## src/hw/rtl/pcm_voice_mixer_saturating_defines.svh

```systemverilog
// Assertion macros shared by the mixer RTL; the asserting module provides clk and arst_n.
`ifndef PCM_VOICE_MIXER_SATURATING_DEFINES_SVH
`define PCM_VOICE_MIXER_SATURATING_DEFINES_SVH

// Same-cycle implication, off while reset is asserted.
`define PVMS_ASSERT_SAME(label, ante, cons, msg) \
	label: assert property (@(posedge clk) disable iff (!arst_n) (ante) |-> (cons)) \
		else $error(msg);

// Next-cycle implication, off while reset is asserted.
`define PVMS_ASSERT_NEXT(label, ante, cons, msg) \
	label: assert property (@(posedge clk) disable iff (!arst_n) (ante) |=> (cons)) \
		else $error(msg);

`endif

```

## src/hw/rtl/pvms_pkg.sv

```systemverilog
// Types and constants shared by the PCM voice mixer modules.
`default_nettype none

package pvms_pkg;

	localparam int LEN_W = 15;
	localparam int CFG_INDEX_W = 1;
	localparam int CFG_DATA_W = 1;

	typedef enum logic [1:0] {
		OP_WRITE_SAMPLE = 2'd0,
		OP_SET_INFO     = 2'd1,
		OP_PLAY         = 2'd2,
		OP_MIX          = 2'd3
	} op_e;

	localparam logic [CFG_INDEX_W-1:0] REG_SOUND_ENABLE = 1'd0;
	localparam logic [CFG_INDEX_W-1:0] REG_MUSIC_ENABLE = 1'd1;

	typedef struct packed {
		logic [1:0]         op;
		logic [2:0]         voice;
		logic [13:0]        word_address;
		logic signed [15:0] sample_value;
		logic [14:0]        frame_count;
		logic [1:0]         channel_count;
		logic signed [15:0] music_left;
		logic signed [15:0] music_right;
		logic               music_present;
	} in_item_t;

	typedef struct packed {
		logic signed [15:0] mix_left;
		logic signed [15:0] mix_right;
		logic [7:0]         voices_playing;
	} out_item_t;

	// Commands from the sequencer to the datapath.
	typedef struct packed {
		logic write_word;
		logic set_info;
		logic play;
		logic seed;
		logic read_left;
		logic read_right;
		logic add_left;
		logic add_right;
		logic step_voice;
		logic stop_voice;
		logic next_voice;
	} cmd_t;

	// Status of the voice under the scan pointer.
	typedef struct packed {
		logic sound_en;
		logic ready;
		logic active;
		logic last;
	} status_t;

endpackage

`default_nettype wire

```

## src/hw/rtl/pvms_ctrl.sv

```systemverilog
// Sequencer for the mixer: accepts commands and steps the voice scan of a mix frame.
`default_nettype none

`include "pcm_voice_mixer_saturating_defines.svh"

module pvms_ctrl (
	input  wire logic              clk,
	input  wire logic              arst_n,
	input  wire logic              start,
	input  wire logic [1:0]        op,
	input  wire pvms_pkg::status_t status,
	output pvms_pkg::cmd_t         cmd,
	output logic                   busy,
	output logic                   done
);

	typedef enum logic [3:0] {
		ST_IDLE   = 4'b0001,
		ST_VOICE  = 4'b0010,
		ST_WORD_R = 4'b0100,
		ST_WORD_A = 4'b1000
	} state_t;

	state_t state_q, state_d;
	logic   done_q, done_d;

	always_comb begin
		state_d = state_q;
		done_d  = 1'b0;
		cmd     = '0;
		unique case (state_q)
			ST_IDLE: begin
				if (start) begin
					unique case (op)
						pvms_pkg::OP_WRITE_SAMPLE: cmd.write_word = 1'b1;
						pvms_pkg::OP_SET_INFO:     cmd.set_info = 1'b1;
						pvms_pkg::OP_PLAY:         cmd.play = 1'b1;
						pvms_pkg::OP_MIX: begin
							cmd.seed = 1'b1;
							state_d  = ST_VOICE;
						end
					endcase
				end
			end
			ST_VOICE: begin
				if (!status.sound_en) begin
					done_d  = 1'b1;
					state_d = ST_IDLE;
				end else if (status.ready) begin
					cmd.read_left = 1'b1;
					state_d       = ST_WORD_R;
				end else begin
					// idle or expired voice: drop it without a contribution
					cmd.stop_voice = status.active;
					if (status.last) begin
						done_d  = 1'b1;
						state_d = ST_IDLE;
					end else begin
						cmd.next_voice = 1'b1;
					end
				end
			end
			ST_WORD_R: begin
				cmd.read_right = 1'b1;
				cmd.add_left   = 1'b1;
				state_d        = ST_WORD_A;
			end
			ST_WORD_A: begin
				cmd.add_right  = 1'b1;
				cmd.step_voice = 1'b1;
				if (status.last) begin
					done_d  = 1'b1;
					state_d = ST_IDLE;
				end else begin
					cmd.next_voice = 1'b1;
					state_d        = ST_VOICE;
				end
			end
			default: state_d = ST_IDLE;
		endcase
	end

	always_ff @(posedge clk or negedge arst_n) begin
		if (!arst_n) begin
			state_q <= ST_IDLE;
			done_q  <= 1'b0;
		end else begin
			state_q <= state_d;
			done_q  <= done_d;
		end
	end

	assign busy = (state_q != ST_IDLE);
	assign done = done_q;

	`PVMS_ASSERT_SAME(a_done_when_idle, done_q, state_q == ST_IDLE, "result beat while scanning")
	`PVMS_ASSERT_NEXT(a_mix_enters_scan, start && (state_q == ST_IDLE) && (op == pvms_pkg::OP_MIX), state_q == ST_VOICE, "mix command did not start the scan")
	`PVMS_ASSERT_NEXT(a_right_then_add, state_q == ST_WORD_R, state_q == ST_WORD_A, "right read not followed by accumulate")
	`PVMS_ASSERT_SAME(a_add_after_right, state_q == ST_WORD_A, $past(state_q) == ST_WORD_R, "accumulate without a preceding read")

endmodule

`default_nettype wire

```

## config.mk

```make
export PLATFORM = sky130hd
export DESIGN_NAME = pvms_ctrl
export DESIGN_NICKNAME = d
export VERILOG_FILES = /design/src/hw/rtl/pvms_pkg.sv /design/src/hw/rtl/pvms_ctrl.sv
export VERILOG_INCLUDE_DIRS = /design/src /design/src/hw/rtl
export SDC_FILE = /design/constraint.sdc
export NUM_CORES = 1
export LEC_CHECK = 0
export ABC_AREA = 1
export BUFFER_PORTS_ARGS = -buffer_cell sky130_fd_sc_hd__clkbuf_2
export CORE_AREA = 2 2 39 41
export DETAILED_ROUTE_END_ITERATION = 7
export DIE_AREA = 0 0 41 43
export GPL_TIMING_DRIVEN = 0
export PLACE_DENSITY_LB_ADDON = 0.3
export SYNTH_ARGS = -nofsm -noshare
export SYNTH_HDL_FRONTEND = slang
export SYNTH_SLANG_ARGS = --single-unit
```

## constraint.sdc

```tcl
create_clock -name clk -period 1.3 [get_ports clk]
set_input_delay 0.13 -clock clk [delete_from_list [all_inputs] [get_ports clk]]
set_output_delay 0.13 -clock clk [all_outputs]
set_load 0.03 [all_outputs]
```

==> impl_metrics.yaml, run 1 <==
critical_path:
  crit_family: "flip-flops"
  path_class: "flip-flop to output pin"
  cp.depth: 5
  critical_path_buf_inv_count: 2
  cp_max_fo: 6
  crit_path_max_incr_delay_ns: 0.54
  critPathLaunchType: "flip-flop"
  worstPathCellList: "nand2_2, nor2_4, inv_4, nor4_4, clkbuf_8"
  worst_r2r_path_depth: 8
  worstSetupEndpointType: "output pin"
  required_ns: 1.17
  worstPathArrival_ns: 1.39
  slowest_stage: "dfstp_2"
power_and_ir_drop:
  clkPwrFrac_pct: 15.2
  p_leak_nw: 0.3690
  swShare_pct: 46.27
  p_comb_share_pct: 64.7
  internal-power_uw: 641.4
  finalPower_mw: 1.194
  p_seq_share_pct: 20.1
  powerDensity_nw_per_um2: 1683
  ir_drop_mv: 0.6079
  switchingPower_uw: 552.4
route:
  vias: 456
  drtAntennaViolNets: 0
  vias_per_cell: 4.145
  drtIter0Drc: 6
  route.detailed.drc: 0
  wire_per_inst_um: 9.000
  first_pass_iters: 2
  wirelength_um: 990
flow_run:
  maxCapViolations: 0
min_path:
  hp-class: "input port to flip-flop"
  hold_depth: 2
sta:
  finalClockSkew_ns: 0.001385
  fin_crit_sh_pct: 116.7
  slew_viol_final: 0
  tightest_slew_ns: 0.2098
  setup_violations: 12
  fin_crit_ns: 1.517
  slew_headroom_pct: 85.91
  hold_violations: 0
  fin_ws_ns: -0.2174
  fin_tns_setup_ns: -1.770
  timing.fmax_mhz: 659.0
  rsz0062_at_grt: "true"
final_layout:
  drive_gt1_share_pct: 52.13
  antenna_cells: 0
  most-common-layout-cells: "nand2_1, clkbuf_2, nor2_1"
  finalNonFillerCells: 110
  multi_input_area_um2: 267.8
  final_common_cell: "nand2_1"
  syn2layout_area_growth_pct: 72.87
  n_fill_cell: 142
  regArea_um2: 126.4
  fin_util_pct: 51.27
  nets: 104
  final_cell_area_um2: 709.4
die:
  start_util_pct: 29.66
  rows: 14
  die_h_um: 43
  core_um2: 1384
  dieArea_um2: 1763
  ioPinCount: 22
  die_x_um: 41
global_route:
  antenna_found_initial: 0
  grt_pass1_wl_mm: 1.787
  first_global_vias: 440
  grt_max_degree: 7
  grt_overflow: 0
  grt.total_usage_pct: 15.25
clock_network:
  htree_levels: 1
  cts_tree: "done"
  clkLatencyLatePin_ns: 0.24
  cts_root_buf: "clkbuf_4"
  numCtsBuffers: 3
  clockBufferDepth: 2
  cts_sinks: 5
  clkTransAtPathRegs_ns: 0.05
placement:
  dp.cells: 101
  gp_congestion: 0.7724
  post_dp_cell_area_um2: 583.1
  hpwl_um: 759.6
  io_buffers: 21
logic_synthesis:
  netlist_area_um2: 410.4
  ys_warn_count: 0
  syn_area_per_cell_um2: 6.412
  synthesis.nets: 73
  ys_types: 16
  ys_seq_elements: 5
  syn_inst: 64
  yosysSeqAreaShare_pct: 30.79
run_status:
  violations: "negative setup slack"
  status: "finished, violations left"
==> cell usage after synthesis, drive strengths merged <==
cell type | n | share of area (%)
nor3 | 2 | 2.4
dfrtp | 4 | 24
nor4 | 2 | 3.0
dfstp | 1 | 6.4
buf | 2 | 3.7
nor2 | 17 | 23
inv | 13 | 13
nand2 | 18 | 18
nand3 | 3 | 3.7
nand4 | 1 | 1.5
a21oi | 1 | 1.2
==> per-layer routing <==
metal | track usage [%] | share of wire (%) | up-vias
met5 | 0 | 0 | -
met3 | 3.141 | 3.0 | 0
li1 | - | - | 249
met1 | 21.64 | 48 | 197
met4 | 10.00 | 0 | 0
met2 | 20.00 | 49 | 10
==> flip-flops by register name (all words and copies together), names as in the netlist <==
signal,count
done,1
state_q,4
==> timing repair <==
item | CTS | global route
hold buffers | 1 | 0
hold endpoints to repair | 5 | 0
setup buffers | 4 | 0
pin swaps | 1 | 0
gates cloned | 0 | 0
gates resized for setup | 15 | 2
endpoints found under the setup margin | 12 | 14
==> power by group through the flow <==
stage / Sequential [mW] / Combinational, mW / Clock (mW)
3_5_place_dp: 0.242 / 0.604 / 0
3_3_place_gp: 0.240 / 0.599 / 0
6_report: 0.240 / 0.772 / 0.181
5_1_grt: 0.250 / 0.852 / 0.188
2_1_floorplan: 0.248 / 0.472 / 0
4_1_cts: 0.239 / 0.774 / 0.187
==> kinds of logic (layout without fill, tap and decap cells) <==
family / count (synthesis) / in the layout / share of synthesized area [%]
compound gates: 1 / 1 / 1.218
buf+inv: 15 / 45 / 16.16
flops: 5 / 5 / 30.79
simple gates: 43 / 43 / 51.83
==> cell type report <==
type / instances / share of cell area (%)
clock buffers: 4 / 3.704
repair buffers: 26 / 28.57
plain buffers: 2 / 2.116
flip-flops and latches: 5 / 17.81
inverters: 13 / 7.231
well taps: 16 / 2.822
multi-input cells: 44 / 37.74
==> path summary, 6_finish.rpt <==
check	start	endpoint	slack, ns
worst max register to register	state_q[0]	state_q[1]	0.03
max in group asynchronous	arst_n	state_q[0]	0.85
worst max-delay path	state_q[0]	cmd[10]	-0.22
worst min register to register	state_q[2]	state_q[3]	0.60
min in group asynchronous	arst_n	state_q[1]	0.24
worst min-delay path	status[3]	done	0.12
==> worst reg2reg max path, delay by kind of cell, from the launching register on <==
kind	cells	cell delay [ns]
DFF	1	0.54
and+or+nand+nor	6	0.39
buffers and inverters	2	0.23
==> metrics by stage <==
step	worst slack (ns)	hold WS [ns]
detailed placement	-0.05448	-0.04510
global placement	-0.03146	-0.04941
floorplan	-0.07963	-0.1656
global route	-0.2805	0.1399
CTS	-0.2126	0.1143
finish	-0.2174	0.1192
Power figures use the tool's default switching activity.
==> run 2, diff against run 1 <==
Settings changed: BUFFER_PORTS_ARGS -buffer_cell sky130_fd_sc_hd__clkbuf_2 to -buffer_cell sky130_fd_sc_hd__buf_2, CELL_PAD_IN_SITES_DETAIL_PLACEMENT set to 1, CELL_PAD_IN_SITES_GLOBAL_PLACEMENT set to 1, CORE_AREA 2 2 39 41 to unset, CORE_MARGIN set to 1, CORE_UTILIZATION set to 27, DIE_AREA 0 0 41 43 to unset.
==> impl_metrics.yaml, run 2 (synthesis results as in run 1) <==
route:
  drtAntennaViolNets: 0
  wire_per_inst_um: 12.37
  wirelength_mm: 1.460
  vias_per_cell: 4.466
  drtIter0Drc: 3
  vias: 527
  first_pass_iters: 3
  route.detailed.drc: 0
final_layout:
  largest_reg_flops: 4
  antenna_cells: 0
  final_common_cell: "buf_4"
  drive_gt1_share_pct: 64.08
  syn2layout_area_growth_pct: 102.4
  nets: 113
  top_register: "state_q"
  n_fill_cell: 165
  most-common-layout-cells: "buf_4, nand2_1, buf_6"
sta:
  fin_crit_ns: 1.524
  setup_violations: 13
  slew_viol_final: 0
  rsz0062_at_grt: "true"
  fin_crit_sh_pct: 117.2
  slew_headroom_pct: 84.80
  tightest_slew_ns: 0.2264
  hold_violations: 0
  fin_tns_setup_ns: -1.645
  timing.fmax_mhz: 656.4
  finalClockSkew_ns: 0.007884
  fin_ws_ns: -0.2236
die:
  dieArea_um2: 1680
  core_um2: 1350
  ioPinCount: 22
  rows: 13
  die_x_um: 40.99
  die_h_um: 40.99
  start_util_pct: 30.40
placement:
  hpwl_um: 900.3
  preCtsSetupSlack_ns: -0.02982
  gp_congestion: 0.6832
  io_buffers: 21
critical_path:
  worstPathCellList: "nand2_2, nor2_4, inv_4, nor3_2, buf_4"
  worstPathArrival_ns: 1.39
  crit_path_max_incr_delay_ns: 0.56
  required_ns: 1.17
  path_class: "flip-flop to output pin"
  worstSetupEndpointType: "output pin"
  slowest_stage: "dfstp_2"
  critPathLaunchType: "flip-flop"
  cp_max_fo: 6
clock_network:
  clkTransAtPathRegs_ns: 0.05
  cts_tree: "done"
  clkLatencyLatePin_ns: 0.24
  numCtsBuffers: 3
  clockBufferDepth: 2
  htree_levels: 1
  cts_sinks: 5
  cts_root_buf: "clkbuf_4"
run_status:
  status: "finished, violations left"
  violations: "negative setup slack"
min_path:
  hp-class: "input port to flip-flop"
global_route:
  grt_overflow: 0
  grt_pass1_wl_mm: 1.945
  grt_max_degree: 7
  grt.total_usage_pct: 18.87
  antenna_found_initial: 0
  first_global_vias: 469
power_and_ir_drop:
  ir_drop_mv: 0.7745
  powerDensity_nw_per_um2: 1678
  p_leak_nw: 0.4178
  finalPower_mw: 1.394
flow_run:
  maxCapViolations: 0
## run 2: changes by cell type in the layout (fill, tap and decap cells not counted), moves of 4 or more
cell,delta
clkbuf_8,-6
buf_6,+12
nand2_1,-4
clkbuf_2,-13
buf_2,+9
buf_4,+7
## run 2: what timing repair did
action                                  4_1_cts  5_1_grt
pin swaps                                     5       12
setup buffers                                 8        7
hold buffers                                  1        0
endpoints found under the setup margin       12       14
gates resized for setup                      27       11
endpoints found under the hold margin         5        0
## run 2: path summary, 6_finish.rpt
path / start / end / slack, ns / cells after the start
min in group asynchronous: arst_n / done / 0.23 / 2
max in group asynchronous: arst_n / state_q[0] / 0.85 / 2
min reg2reg: state_q[2] / state_q[3] / 0.68 / 3
min: status[3] / done / 0.12 / 2
max: state_q[0] / cmd[8] / -0.22 / 5
max reg2reg: state_q[3] / state_q[1] / -0.04 / 9
## run 2: metal layers
metal	part of all wire, %	up-vias	track usage (%)
li1	-	269	-
met1	37	246	19.27
met2	61	12	36.72
met3	1.4	0	1.630
met4	0	0	10.00
met5	0	-	0
## run 2: final cells by class
type	count	area [um2]	area share, %
Inverter	13	53.80	6.476
Tap cell	15	18.77	2.259
Clock buffer	4	26.28	3.163
Timing Repair Buffer	36	291.5	35.09
Sequential cell	5	126.4	15.21
Multi-Input combinational cell	44	302.8	36.45
Buffer	1	11.26	1.355
## run 2: critical path: cells and delay by family (launching register included)
family | cells | cell delay, ns
buf+inv | 2 | 0.25
flops | 1 | 0.56
simple gates | 3 | 0.35
## run 2: power breakdown
group          total, mW  internal (mW)  switching (mW)
sequential         0.249          0.209          0.0403
combinational      0.963          0.426           0.537
clock              0.183          0.116          0.0665
total               1.39          0.751           0.643
## run 2: metrics by stage
stage	instances	hold WS [ns]	cell area (um2)	util [%]
after global routing	118	0.1282	830.8	61.54
after floorplan	64	-0.1656	457.9	-
after global placement	100	-0.05506	581.8	43.10
after CTS	112	0.1099	748.2	55.42
after detailed placement	100	-0.05289	581.8	43.10
final	118	0.1197	830.8	61.54
==> run 3, diff against run 2 <==
Settings changed: RECOVER_POWER set to 100.
==> impl_metrics.yaml, run 3 (synthesis results as in run 1) <==
run_status:
  status: "finished, violations left"
  violations: "negative setup slack"
sta:
  tightest_slew_ns: 0.3713
  fin_crit_ns: 1.524
  fin_ws_ns: -0.2236
  slew_headroom_pct: 75.36
  hold_violations: 0
  rsz0062_at_grt: "true"
  finalClockSkew_ns: 0.007884
  timing.fmax_mhz: 656.4
  setup_violations: 13
  slew_viol_final: 0
  fin_crit_sh_pct: 117.2
  holdWs_ns: 0.1197
critical_path:
  critical_path_buf_inv_count: 2
  crit_family: "flip-flops"
  r2r-start: "state_q[3]"
  worstPathCellList: "nand2_2, nor2_4, inv_4, nor3_2, buf_4"
  worstSetupEndpointType: "output pin"
  reg2reg_slack_ns: -0.04
  path_class: "flip-flop to output pin"
  reg2reg_to: "state_q[1]"
  worstPathArrival_ns: 1.39
  critPathLaunchType: "flip-flop"
  worst_r2r_path_depth: 9
  crit_path_max_incr_delay_ns: 0.56
  required_ns: 1.17
  cp_max_fo: 6
  slowest_stage: "dfstp_2"
final_layout:
  multi_input_area_um2: 302.8
  top_register: "state_q"
  n_fill_cell: 165
  nets: 113
  most-common-layout-cells: "buf_4, nand2_1, buf_6"
  final_common_cell: "buf_4"
  syn2layout_area_growth_pct: 101.8
  regArea_um2: 126.4
  antenna_cells: 0
  drive_gt1_share_pct: 62.14
  finalNonFillerCells: 118
  fin_util_pct: 61.35
  largest_reg_flops: 4
clock_network:
  clockBufferDepth: 2
  clkTransAtPathRegs_ns: 0.05
  htree_levels: 1
  cts_sinks: 5
  numCtsBuffers: 3
  cts_tree: "done"
  clkLatencyLatePin_ns: 0.24
  cts_root_buf: "clkbuf_4"
route:
  route.detailed.drc: 0
  wire_per_inst_um: 12.38
  vias_per_cell: 4.466
  drtAntennaViolNets: 0
  drtIter0Drc: 3
  first_pass_iters: 3
  wirelength_mm: 1.461
  vias: 527
die:
  dieArea_um2: 1680
  ioPinCount: 22
  core_um2: 1350
  start_util_pct: 30.40
  die_h_um: 40.99
  rows: 13
  die_x_um: 40.99
global_route:
  grt_max_degree: 7
  antenna_found_initial: 0
  grt_pass1_wl_mm: 1.945
  first_global_vias: 469
  grt_overflow: 0
  grt.total_usage_pct: 18.87
min_path:
  hp-class: "input port to flip-flop"
  hold_depth: 2
  min_to: "done"
  hp-start: "status[3]"
placement:
  io_buffers: 21
  dp.cells: 100
  gp_congestion: 0.6832
  hpwl_um: 900.3
power_and_ir_drop:
  ir_drop_mv: 0.7741
  p_comb_share_pct: 69.0
  p_seq_share_pct: 17.9
  internal-power_uw: 748.6
  swShare_pct: 46.24
  p_leak_nw: 0.4109
  clkPwrFrac_pct: 13.1
  powerDensity_nw_per_um2: 1681
  switchingPower_uw: 643.9
flow_run:
  maxCapViolations: 0
-- run 3: changes by cell type in the layout (fill, tap and decap cells not counted), sizes merged --
cell	previous run	this run
clkbuf	4	6
buf	36	34
-- run 3: timing repair --
action / CTS / global route
gates cloned: 0 / 0
hold buffers: 1 / 0
pin swaps: 5 / 12
gates resized for setup: 27 / 11
setup endpoints to repair: 12 / 14
buffers inserted: 8 / 7
endpoints found under the hold margin: 5 / 0
-- run 3: power groups by stage --
stage	sequential [mW]	clock, mW	combinational, mW
final	0.249	0.183	0.961
after global routing	0.256	0.197	1.04
after CTS	0.243	0.183	0.845
after detailed placement	0.242	0	0.609
after global placement	0.240	0	0.598
after floorplan	0.248	0	0.472
-- run 3: layer usage --
metal	vias up	wire, um	track usage [%]
li1	269	-	-
met1	246	546	19.27
met2	12	893	36.72
met3	0	21	1.630
met4	0	0	10.00
met5	-	0	0
-- run 3: worst max path at each step --
| stage | end | depth (start not counted) | slack [ns] | from |
|---|---|---|---|---|
| final | cmd[8] | 5 | -0.22 | state_q[0] |
| after CTS | cmd[9] | 5 | -0.19 | state_q[0] |
| after global routing | cmd[0] | 8 | -0.29 | state_q[3] |
| after detailed placement | cmd[9] | 5 | -0.03 | state_q[0] |
| after floorplan | cmd[7] | 4 | -0.08 | state_q[0] |
| after global placement | cmd[9] | 5 | -0.01 | state_q[0] |
-- run 3: metrics by stage --
stage	power [mW]	setup WS, ns	cell area (um2)	TNS, ns
3_3_place_gp	0.8375	-0.01080	581.8	-0.02055
3_5_place_dp	0.8516	-0.02982	581.8	-0.05431
4_1_cts	1.271	-0.1865	748.2	-1.268
5_1_grt	1.493	-0.2906	828.3	-2.404
6_report	1.392	-0.2236	828.3	-1.645
2_1_floorplan	0.7204	-0.07963	457.9	-0.2370
-- run 3: cell type report --
cell class	instances	area share, %
multi-input combinational	44	36.56
timing repair buffer	36	34.89
sequential	5	15.26
inverter	13	6.495
clock buffer	4	3.172
tap	15	2.266
buffer	1	1.360
